[src/sv/rtdt_pkg.sv]
// shared types and constants for the rtd code to temperature pipeline
package rtdt_pkg;

  // field and register widths
  localparam int RAW_W     = 16;
  localparam int CODE_BITS = 15;
  localparam int FRAC_BITS = 8;
  localparam int NOM_W     = 10;
  localparam int REF_W     = 14;
  localparam int TEMP_W    = 19;
  localparam int N_W       = CODE_BITS + REF_W;

  // ratio divider: dividend is (n - m) << 17 or 100 * n, divisor is nominal
  localparam int RATIO_SHIFT = 32 - CODE_BITS;
  localparam int DIVD_W      = 46;

  // quadratic branch widths
  localparam int Y_W    = 36;
  localparam int YH_W   = Y_W / 2;
  localparam int K_W    = 28;
  localparam int PP_W   = K_W + YH_W;
  localparam int RAD_W  = 64;
  localparam int ROOT_W = RAD_W / 2;
  localparam int DEN_W  = 33;
  localparam int NUM_W  = 52;
  localparam int QT_W   = 21;
  localparam int SQ_KEEP_W = Y_W + TEMP_W;

  // polynomial branch widths
  localparam int U_W     = 22;
  localparam int ACC_W   = 48;
  localparam int STEPS   = 5;
  localparam int POLY_SH = 32 - FRAC_BITS;

  // configuration register indexes
  localparam logic REG_NOMINAL   = 1'b0;
  localparam logic REG_REFERENCE = 1'b1;

  localparam logic [NOM_W-1:0] NOMINAL_RST   = NOM_W'(100);
  localparam logic [REF_W-1:0] REFERENCE_RST = REF_W'(430);

  // output range
  localparam logic signed [TEMP_W-1:0] TEMP_MAX = 19'sd262143;
  localparam logic signed [TEMP_W-1:0] TEMP_MIN = -19'sd65536;

  // inverse quadratic constants: A in Q39, 4|B| in Q46
  localparam logic [31:0]    CVD_A_Q39  = 32'd2148610647;
  localparam logic [K_W-1:0] CVD_4B_Q46 = 28'd162551799;
  localparam logic [63:0]    CVD_A_SQ   = 64'(CVD_A_Q39) * 64'(CVD_A_Q39);

  // polynomial coefficients scaled by 128^k, Q32
  localparam logic signed [ACC_W-1:0] POLY_Q32 [6] = '{
    -48'sd1039467984978, 48'sd1221997223110, 48'sd181966535569,
    -48'sd43468743605, -48'sd32492786764, 48'sd22494697593
  };

  // control flags that ride with every item
  typedef struct packed {
    logic valid;
    logic fault;
    logic poly;
    logic sat;
  } tag_t;

endpackage

[src/sv/rtdt_ratio_div.sv]
// pipelined restoring divider by the nominal resistance, one quotient bit per stage
module rtdt_ratio_div import rtdt_pkg::*; (
  input  logic              clk,
  input  logic              rst,
  input  logic              en,
  input  logic [NOM_W-1:0]  divisor,
  input  tag_t              in_tag,
  input  logic [DIVD_W-1:0] in_dividend,
  output tag_t              out_tag,
  output logic [DIVD_W-1:0] out_quotient
);

  tag_t              tag_q [DIVD_W];
  logic [NOM_W-1:0]  rem_q [DIVD_W];
  logic [DIVD_W-1:0] dq_q  [DIVD_W];

  for (genvar i = 0; i < DIVD_W; i++) begin : g_stage
    tag_t              tag_in;
    logic [NOM_W-1:0]  rem_in;
    logic [DIVD_W-1:0] dq_in;
    logic [NOM_W:0]    part;

    if (i == 0) begin : g_first
      assign tag_in = in_tag;
      assign rem_in = '0;
      assign dq_in  = in_dividend;
    end else begin : g_next
      assign tag_in = tag_q[i-1];
      assign rem_in = rem_q[i-1];
      assign dq_in  = dq_q[i-1];
    end

    // shift in the next dividend bit
    assign part = {rem_in, dq_in[DIVD_W-1]};

    always_ff @(posedge clk) begin
      if (rst) begin
        tag_q[i] <= '0;
      end else if (en) begin
        tag_q[i] <= tag_in;
      end
    end

    // trial subtract, quotient bit enters at the bottom
    always_ff @(posedge clk) begin
      if (en) begin
        if (part >= {1'b0, divisor}) begin
          rem_q[i] <= NOM_W'(part - {1'b0, divisor});
          dq_q[i]  <= {dq_in[DIVD_W-2:0], 1'b1};
        end else begin
          rem_q[i] <= part[NOM_W-1:0];
          dq_q[i]  <= {dq_in[DIVD_W-2:0], 1'b0};
        end
      end
    end
  end

  assign out_tag      = tag_q[DIVD_W-1];
  assign out_quotient = dq_q[DIVD_W-1];

endmodule

[config.mk]
export PLATFORM = sky130hd
export DESIGN_NAME = rtdt_ratio_div
export DESIGN_NICKNAME = d
export VERILOG_FILES = /design/src/sv/rtdt_pkg.sv /design/src/sv/rtdt_ratio_div.sv
export SDC_FILE = /design/constraint.sdc
export NUM_CORES = 2
export LEC_CHECK = 0
export CAP_MARGIN = 20
export CELL_PAD_IN_SITES_DETAIL_PLACEMENT = 0
export CELL_PAD_IN_SITES_GLOBAL_PLACEMENT = 2
export CORE_MARGIN = 2
export CORE_UTILIZATION = 51
export CTS_BUF_LIST = sky130_fd_sc_hd__clkbuf_4 sky130_fd_sc_hd__clkbuf_8
export CTS_CLUSTER_DIAMETER = 80
export DETAILED_ROUTE_END_ITERATION = 16
export DONT_BUFFER_PORTS = 1
export PLACE_DENSITY = 0.8
export SLEW_MARGIN = 20
export SYNTH_ARGS = -nofsm -noshare
export SYNTH_HDL_FRONTEND = slang
export SYNTH_SLANG_ARGS = --single-unit
[constraint.sdc]
create_clock -name clk -period 8.4 [get_ports clk]
set_input_delay 2.1 -clock clk [delete_from_list [all_inputs] [get_ports clk]]
set_output_delay 2.1 -clock clk [all_outputs]
set_load 0.01 [all_outputs]
==> metrics.txt <==
top cell type by total area after synthesis=edfxtp_1; Synth area leaders=edfxtp_1, ha_1, mux2_2, a21oi_1, and2_1; Post-CTS Resized=0; Critical Path Fanout Max=159; Worst setup SP type=primary input; max-slew violations=0; list of most frequent post-synthesis cells=edfxtp_1, ha_1, a21oi_1, nand2_1, mux2_2; syn avg cell area=17.26 um^2; Post-CTS Repair Setup Buffers=0; Routed met3 length=6449 um; layout cells sized above 1=16.36%; Detail Placement HPWL=101600 um; DR vias/cell=5.241; clock buffer depth=4; Top delay family on crit path=buffers and inverters; ys flop type=edfxtp_1; total of max-cap violations=0; Cells after Synth=6381; die area=219600 um^2; Net Sw Power=10.40 mW; logic gate share of total power=22.8%; DRC Markers=0; # hold bufs at CTS=0; VDD IR max=0.2409 mV; setup TNS=0 ps; Layout Utilization=56.91%; RSZ-0062 raised after global routing=false; metal2 WL=81590 um; worst-margin pin slew=1074 ps; Post-synth ARST share=0%; First DRT Iteration DRCs=3172; Final Hold Fails=0; final wirelength=172700 um; final net count=7282; Critical Path End Type=flop; Pint=27.59 mW; CP cell instances=buf_16 > buf_16 > buf_16 > buf_16 > buf_16 > buf_16 > buf_16 > buf_16 > buf_16; Post-Syn Nets=6940; Crit Path Category=in -> reg; Critical Path AT=6280 ps; pwr dens=311.0 nW/um^2; min Tclk post-route=5625 ps; relative slew slack=28.37%; clock skew=91.20 ps; number of global-route vias before repair=52480; die extent in y=468.7 um; Req. time, crit path=9060 ps; grt ovf=0; RR Endpoint=rem_q[2][62]$_DFFE_PP_; setup slack, reg-to-reg=5450 ps; Ports=113; largest net degree at the start of global routing=240; # rows=170; status=finished, final reports clean; distinct cell type count after synthesis=69; part of the power in registers=48.5%; total CTS buffers=443; via count=51890; Pre-antenna DRT Iters=8; GPL Wtd Cong=0.8022; yosys warns=0; Worst R2R Start=rem_q[2][52]$_DFFE_PP_; TritonCTS clock tree=done; H-tree depth=5; fill count=16180; Die X=468.7 um; clock latency on the worst-skew pair=1050 ps; count leader, synth=edfxtp_1; crit-path most repeated cell=buf_16; Seq/Total Area, Yosys=74.99%; core area=214600 um^2; LEAKAGE=43.80 nW; Clock transition at path regs=60 ps; Area Growth Syn to Fin=10.93%; worst path buffer plus inverter count=9; r2r worst-path depth=7; Hold Path Sink=dq_q[1][415]$_DFFE_PP_; FF+latch count, synth=2750; hold crit path type=reg -> reg; crit path max-delay cell type=buf_16; CP peak stage delay=580 ps; worst hold start=dq_q[1][368]$_DFFE_PP_; initial antenna violation count=2; Final setup viols=0; Initial Util=51.30%; fin crit share=66.96%; GRT Util Overall=15.70%; Sw Ratio=27.38%; DRT antenna net count=0; clock share of power=28.6%; Syn Std Cell Area=110100 um^2; CTS Sinks=2750; WL/cell=17.44 um; Top Layer Used=met4; WL met1=79110 um; WHS Path Cells=0; Root Driver=clkbuf_8; Post-synth EDFFs=2749; PortBufs=0; Yosys top cell area share=74.97%; f_max=177.8 MHz; first-pass GRT wire length=275400 um
## layout make-up
cell class	instances	area (um^2)	area share [%]
inverter	207	784.5	0.6423
clock inverter	179	1065	0.8717
multi-input combinational	3278	25990	21.28
tap	2838	3551	2.907
timing repair buffer	43	813.3	0.6658
sequential	2750	82570	67.60
antenna	3	7.507	0.006146
clock buffer	603	7361	6.026
## power by group through the flow
stage / registers [mW] / clock network (mW) / logic, mW
after floorplan: 18.3 / 0 / 7.20
after global placement: 18.7 / 0 / 8.42
after detailed placement: 18.7 / 0 / 8.61
after CTS: 18.5 / 11.3 / 8.68
after global routing: 18.6 / 11.9 / 9.78
final: 18.4 / 10.9 / 8.67
## registers in the layout (all words and copies together) (netlist names)
name	cells
dq_q	2116
rem_q	450
tag_q	184
## metrics by stage
stage | total power [mW] | hold WS [ps] | cells | cell area [um^2] | setup slack, ps
3_3_place_gp | 27.17 | 400.1 | 9105 | 113400 | 1402
3_5_place_dp | 27.33 | 404.5 | 9112 | 113600 | 1090
2_1_floorplan | 25.47 | 400.3 | 6381 | 110100 | 1579
5_1_grt | 40.25 | 317.2 | 9901 | 122100 | 2439
4_1_cts | 38.46 | 330.8 | 9894 | 122000 | 2250
6_report | 37.99 | 329.0 | 9901 | 122100 | 2775
## cells by family (layout without fill, tap and decap cells)
group	count (synthesis)	count (layout)	synth area share [%]
adders and majority gates	496	496	5.936
muxes	277	277	2.803
buffers and inverters	353	1032	1.412
AOI/OAI and AO/OA	1135	1135	7.527
other	0	3	0
DFF	2750	2750	74.99
and+or+nand+nor	1138	1138	5.487
xor gates and xnor gates	232	232	1.845
## worst reg2reg max path: cells and delay by family (launching register included)
kind,cells,cell delay (ps)
flip-flops,1,400
AND/OR/NAND/NOR,2,220
AO/OA/AOI/OAI,3,1250
adder cells (fa/ha/maj),1,390
multiplexers,1,420
## cells in the final DEF, fill, tap and decap left out, types with 39 or more instances in the layout
cell type,netlist,final
edfxtp_1,2749,2749
clkinv_2,0,51
fa_1,44,44
o21bai_1,86,86
ha_1,452,452
o21ai_0,82,82
mux2_2,249,249
nor2_1,242,241
clkbuf_8,0,453
a211oi_1,52,52
a21oi_1,390,390
nor2b_1,73,73
nor3_1,48,48
and3_1,39,39
inv_1,206,197
and2_1,230,230
a21o_1,67,67
xnor2_1,152,152
o21a_1,115,115
clkbuf_4,0,150
clkinv_1,0,108
nand2b_1,40,40
nand2_1,263,263
xor2_1,80,80
## worst max-delay path by stage
stage | from | to | slack (ps) | cells after the start
finish | en | dq_q[1][382]$_DFFE_PP_ | 2780 | 9
global route | en | dq_q[1][103]$_DFFE_PP_ | 2440 | 9
CTS | en | rem_q[1][131]$_DFFE_PP_ | 2250 | 9
detailed placement | en | rem_q[0][43]$_DFFE_PP_ | 1090 | 9
global placement | en | rem_q[0][33]$_DFFE_PP_ | 1400 | 8
floorplan | divisor[1] | rem_q[0][141]$_DFFE_PP_ | 1580 | 8
## layer usage
layer | vias up | GRT usage (%)
li1 | 25490 | -
met1 | 25100 | 21.08
met2 | 918 | 25.30
met3 | 383 | 2.939
met4 | 0 | 6.519
met5 | - | 0
(Power assumes the default switching activity.)
