==> src/sv/rtdt_pkg.sv <==
// shared types and constants for the rtd code to temperature pipeline
package rtdt_pkg;

  // field and register widths
  localparam int RAW_W     = 16;
  localparam int CODE_BITS = 15;
  localparam int FRAC_BITS = 8;
  localparam int NOM_W     = 10;
  localparam int REF_W     = 14;
  localparam int TEMP_W    = 19;
  localparam int N_W       = CODE_BITS + REF_W;

  // ratio divider: dividend is (n - m) << 17 or 100 * n, divisor is nominal
  localparam int RATIO_SHIFT = 32 - CODE_BITS;
  localparam int DIVD_W      = 46;

  // quadratic branch widths
  localparam int Y_W    = 36;
  localparam int YH_W   = Y_W / 2;
  localparam int K_W    = 28;
  localparam int PP_W   = K_W + YH_W;
  localparam int RAD_W  = 64;
  localparam int ROOT_W = RAD_W / 2;
  localparam int DEN_W  = 33;
  localparam int NUM_W  = 52;
  localparam int QT_W   = 21;
  localparam int SQ_KEEP_W = Y_W + TEMP_W;

  // polynomial branch widths
  localparam int U_W     = 22;
  localparam int ACC_W   = 48;
  localparam int STEPS   = 5;
  localparam int POLY_SH = 32 - FRAC_BITS;

  // configuration register indexes
  localparam logic REG_NOMINAL   = 1'b0;
  localparam logic REG_REFERENCE = 1'b1;

  localparam logic [NOM_W-1:0] NOMINAL_RST   = NOM_W'(100);
  localparam logic [REF_W-1:0] REFERENCE_RST = REF_W'(430);

  // output range
  localparam logic signed [TEMP_W-1:0] TEMP_MAX = 19'sd262143;
  localparam logic signed [TEMP_W-1:0] TEMP_MIN = -19'sd65536;

  // inverse quadratic constants: A in Q39, 4|B| in Q46
  localparam logic [31:0]    CVD_A_Q39  = 32'd2148610647;
  localparam logic [K_W-1:0] CVD_4B_Q46 = 28'd162551799;
  localparam logic [63:0]    CVD_A_SQ   = 64'(CVD_A_Q39) * 64'(CVD_A_Q39);

  // polynomial coefficients scaled by 128^k, Q32
  localparam logic signed [ACC_W-1:0] POLY_Q32 [6] = '{
    -48'sd1039467984978, 48'sd1221997223110, 48'sd181966535569,
    -48'sd43468743605, -48'sd32492786764, 48'sd22494697593
  };

  // control flags that ride with every item
  typedef struct packed {
    logic valid;
    logic fault;
    logic poly;
    logic sat;
  } tag_t;

endpackage

==> src/sv/rtdt_temp_div.sv <==
// pipelined restoring divider for the final quotient, one bit per stage
module rtdt_temp_div import rtdt_pkg::*; (
  input  logic              clk,
  input  logic              rst,
  input  logic              en,
  input  tag_t              in_tag,
  input  logic [NUM_W-1:0]  in_num,
  input  logic [DEN_W-1:0]  in_den,
  input  logic [TEMP_W-1:0] in_keep,
  output tag_t              out_tag,
  output logic [QT_W-1:0]   out_quotient,
  output logic [TEMP_W-1:0] out_keep
);

  tag_t              tag_q  [QT_W];
  logic [DEN_W-1:0]  rem_q  [QT_W];
  logic [QT_W-1:0]   dq_q   [QT_W];
  logic [DEN_W-1:0]  den_q  [QT_W];
  logic [TEMP_W-1:0] keep_q [QT_W];

  for (genvar i = 0; i < QT_W; i++) begin : g_stage
    tag_t              tag_in;
    logic [DEN_W-1:0]  rem_in;
    logic [QT_W-1:0]   dq_in;
    logic [DEN_W-1:0]  den_in;
    logic [TEMP_W-1:0] keep_in;
    logic [DEN_W:0]    part;

    // the top numerator bits are below the divisor, so they seed the remainder
    if (i == 0) begin : g_first
      assign tag_in  = in_tag;
      assign rem_in  = DEN_W'(in_num[NUM_W-1:QT_W]);
      assign dq_in   = in_num[QT_W-1:0];
      assign den_in  = in_den;
      assign keep_in = in_keep;
    end else begin : g_next
      assign tag_in  = tag_q[i-1];
      assign rem_in  = rem_q[i-1];
      assign dq_in   = dq_q[i-1];
      assign den_in  = den_q[i-1];
      assign keep_in = keep_q[i-1];
    end

    assign part = {rem_in, dq_in[QT_W-1]};

    always_ff @(posedge clk) begin
      if (rst) begin
        tag_q[i] <= '0;
      end else if (en) begin
        tag_q[i] <= tag_in;
      end
    end

    always_ff @(posedge clk) begin
      if (en) begin
        den_q[i]  <= den_in;
        keep_q[i] <= keep_in;
        if (part >= {1'b0, den_in}) begin
          rem_q[i] <= DEN_W'(part - {1'b0, den_in});
          dq_q[i]  <= {dq_in[QT_W-2:0], 1'b1};
        end else begin
          rem_q[i] <= part[DEN_W-1:0];
          dq_q[i]  <= {dq_in[QT_W-2:0], 1'b0};
        end
      end
    end
  end

  assign out_tag      = tag_q[QT_W-1];
  assign out_quotient = dq_q[QT_W-1];
  assign out_keep     = keep_q[QT_W-1];

endmodule
==> config.mk <==
export PLATFORM = sky130hd
export DESIGN_NAME = rtdt_temp_div
export DESIGN_NICKNAME = d
export VERILOG_FILES = /design/src/sv/rtdt_pkg.sv /design/src/sv/rtdt_temp_div.sv
export SDC_FILE = /design/constraint.sdc
export NUM_CORES = 2
export LEC_CHECK = 0
export BUFFER_PORTS_ARGS = -buffer_cell sky130_fd_sc_hd__buf_4
export CAP_MARGIN = 25
export CORE_MARGIN = 1.5
export CORE_UTILIZATION = 55
export CTS_BUF_LIST = sky130_fd_sc_hd__clkbuf_8 sky130_fd_sc_hd__clkbuf_16
export DETAILED_ROUTE_END_ITERATION = 10
export GPL_TIMING_DRIVEN = 1
export PLACE_DENSITY = 0.79
export SLEW_MARGIN = 10
export SYNTH_ARGS = -nofsm -noshare
export SYNTH_HDL_FRONTEND = slang
export SYNTH_SLANG_ARGS = --single-unit
==> constraint.sdc <==
create_clock -name clk -period 10.9 [get_ports clk]
set_input_delay 1.09 -clock clk [delete_from_list [all_inputs] [get_ports clk]]
set_output_delay 1.09 -clock clk [all_outputs]
set_load 0.01 [all_outputs]
==> flow_metrics.tcl <==
set metrics [dict create \
    worst-r2r-cell-count 12 \
    layout_common_cells "edfxtp_1 (2243), inv_1 (902), ha_1 (692), a21oi_1 (634), nand2_1 (581)" \
    ys_types 101 \
    rows 165 \
    dr.pass1.iters 8 \
    cp.required_ns 11.50 \
    grt_pass1_wl_um 352000 \
    drt_iter0_drc 4146 \
    outcome "finished, final reports clean" \
    holdPathStages 0 \
    p_per_area_nw_per_um2 272 \
    cts_sinks 2244 \
    ys_seq_area_share_pct 60.4 \
    max_slew_margin_pct 24.0 \
    finClkSkew_ns 0.0528 \
    yosysTopAreaCell "edfxtp_1" \
    grt_pass1_vias 69416 \
    cts_buffer_depth 3 \
    die_w_um 453 \
    place_hpwl_um 165000 \
    synth_edf_count 2243 \
    fin_crit_ns 4.72 \
    leakage_nw 49.2 \
    cts_max_level 4 \
    fin_setup_tns_ns 0 \
    antenna_found_initial 4 \
    hold_violations 0 \
    area_growth_pct 10.5 \
    cts_buffers 227 \
    synth_cells 8843 \
    report.final.slew_viol_count 0 \
    finalCritPeriodShare_pct 43.3 \
    io_buffers 154 \
    ant_nets 0 \
    final_nets 9884 \
    dieHeight_um 453 \
    ys_seq_elements 2244 \
    routed_wl_um 225000 \
    worstSetupPathType "flop to flop" \
    crit_start "rem_q[1][1]" \
    route.detailed.wl_per_inst_um 18.8 \
    drive_above_1_share_pct 10.2 \
    clk_pin_slew_ns 0.06 \
    root_buffer "clkbuf_16" \
    synth_fp_nets 9666 \
    yosysTopAreaCellShare_pct 60.4 \
    vdd_drop_max_v 0.000180 \
    drc 0 \
    grt-ovfl-total 0 \
    ys_top_cells_by_area "edfxtp_1 (60%), ha_1 (7.8%), mux2_2 (3.0%)" \
    ys.flop_type "edfxtp_1" \
    async_reset_ff_share_pct 0 \
    clk_latency_ns 0.88 \
    start_util_pct 55.2 \
    fmax_ghz 0.212 \
    grt_max_degree 214 \
    post-place-ws_ns 5.81 \
    die_area_um2 205000 \
    layout_commonest_cell "edfxtp_1" \
    num_io_pins 155 \
    synthesis.area_um2 112000 \
    detail_route.vias_per_cell 5.65 \
    yosysWarnings 0 \
    globalRouteTotalUtil_pct 21.6 \
    timing.final.ws_setup_ns 6.18 \
    dr_total_vias 67405 \
    cts_resized 0 \
    setup_viol 0 \
    r2r_slack_ns 6.18 \
    crit_end "rem_q[1][37]" \
    core_um2 202000 \
    cts_tree "built" \
    critical_path_peak_fanout 66 \
    r2r-end "rem_q[1][37]" \
    synth.avg_cell_area_um2 12.6 \
    cp.arrival_ns 5.32 \
    post-cts-setup-buffer-count 0 \
    hold_buffers 0 \
    maxCapViolCount 0 \
    setup.worst_path.start_class "flop" \
    worst_slew_pin_slew_ns 1.14 \
    hp-class "flop to flop" \
    gp_congestion 0.983 \
    reg2reg_from "rem_q[1][1]" \
    fillCellCount 15148 \
    critPathCaptureType "flop" \
    rsz0062_at_grt "false" \
]
[how the worst min path moves through the flow]
stage / from / to / slack, ns
detailed placement: dq_q[0][7] / dq_q[0][29] / 0.40
floorplan: dq_q[0][0] / dq_q[0][22] / 0.40
finish: keep_q[0][74] / keep_q[1][17] / 0.38
CTS: in_num[1] / dq_q[0][2] / 0.31
global route: in_num[1] / dq_q[0][2] / 0.34
global placement: keep_q[4][9] / keep_q[4][28] / 0.40
[worst max-delay path: stages, from the launching register on]
cell      delay, ns
edfxtp_1       0.40
ha_1           0.40
nor2b_1        0.19
o31a_1         0.27
o31ai_1        0.45
a21oi_1        0.27
a21oi_1        0.41
o21ai_0        0.27
a31oi_1        0.39
o21a_1         0.32
o21a_2         0.16
buf_4          0.48
mux2_2         0.41
[final cells by class]
type                            count  area, um2  area share (%)
Tap cell                         2672       3340            2.71
Antenna cell                        4       10.0         0.00812
Clock buffer                      229       5730            4.65
Sequential cell                  2244      67400            54.7
Multi-Input combinational cell   5516      40100            32.5
Timing Repair Buffer              209       1690            1.37
Inverter                          863       3240            2.63
Clock inverter                    193       1770            1.44
[through the flow]
stage	hold slack, ns	power [W]	instances	util (%)	area, um2
4_1_cts	0.309	0.0336	11924	61.0	123000
5_1_grt	0.344	0.0355	11928	61.0	123000
3_5_place_dp	0.405	0.0258	11502	57.3	116000
2_1_floorplan	0.400	0.0226	8843	-	112000
3_3_place_gp	0.400	0.0254	11501	57.3	116000
6_report	0.384	0.0335	11930	61.0	123000
[layer usage]
layer / track usage (%) / share of wire (%) / up-vias
li1: - / - / 33015
met1: 19.9 / 34 / 32151
met4: 14.8 / 7.1 / 0
met5: 0 / 0 / -
met2: 43.2 / 56 / 1548
met3: 2.54 / 2.8 / 691
[report_power, final]
group / switching [W] / total (W) / internal (W)
logic: 0.00725 / 0.0130 / 0.00573
registers: 0.000863 / 0.0128 / 0.0119
clock network: 0.00328 / 0.00770 / 0.00442
total: 0.0114 / 0.0335 / 0.0221
[synthesized netlist by cell type, drive strengths merged (28+ instances only)]
library cell / instances
a211oi: 43
a21o: 345
a21oi: 640
a31oi: 71
and2: 129
and3: 66
buf: 49
clkbuf: 171
edfxtp: 2243
ha: 692
inv: 863
mux2: 329
mux2i: 30
nand2: 581
nand2b: 88
nand3: 126
nand4: 116
nor2: 361
nor2b: 102
nor3: 78
o21a: 86
o21ai: 547
o21bai: 75
o31ai: 48
or3: 28
xnor2: 317
xor2: 242
[kinds of logic (layout without fill, tap and decap cells)]
family | count (synthesis) | count (layout) | synth area share [%]
DFF | 2244 | 2244 | 60.4
AOI/OAI and AO/OA | 2105 | 2105 | 11.8
and+or+nand+nor | 1781 | 1781 | 7.78
buffers and inverters | 1083 | 1494 | 3.76
adders and majority gates | 712 | 712 | 8.12
xor gates and xnor gates | 559 | 559 | 4.39
muxes | 359 | 359 | 3.68
other | 0 | 4 | 0
[flip-flops by register name, summed over array words and instances, names as in the netlist]
signal	cells
keep_q	399
tag_q	84
dq_q	441
den_q	660
rem_q	660
Note: power is estimated with default switching activity, not from simulation.
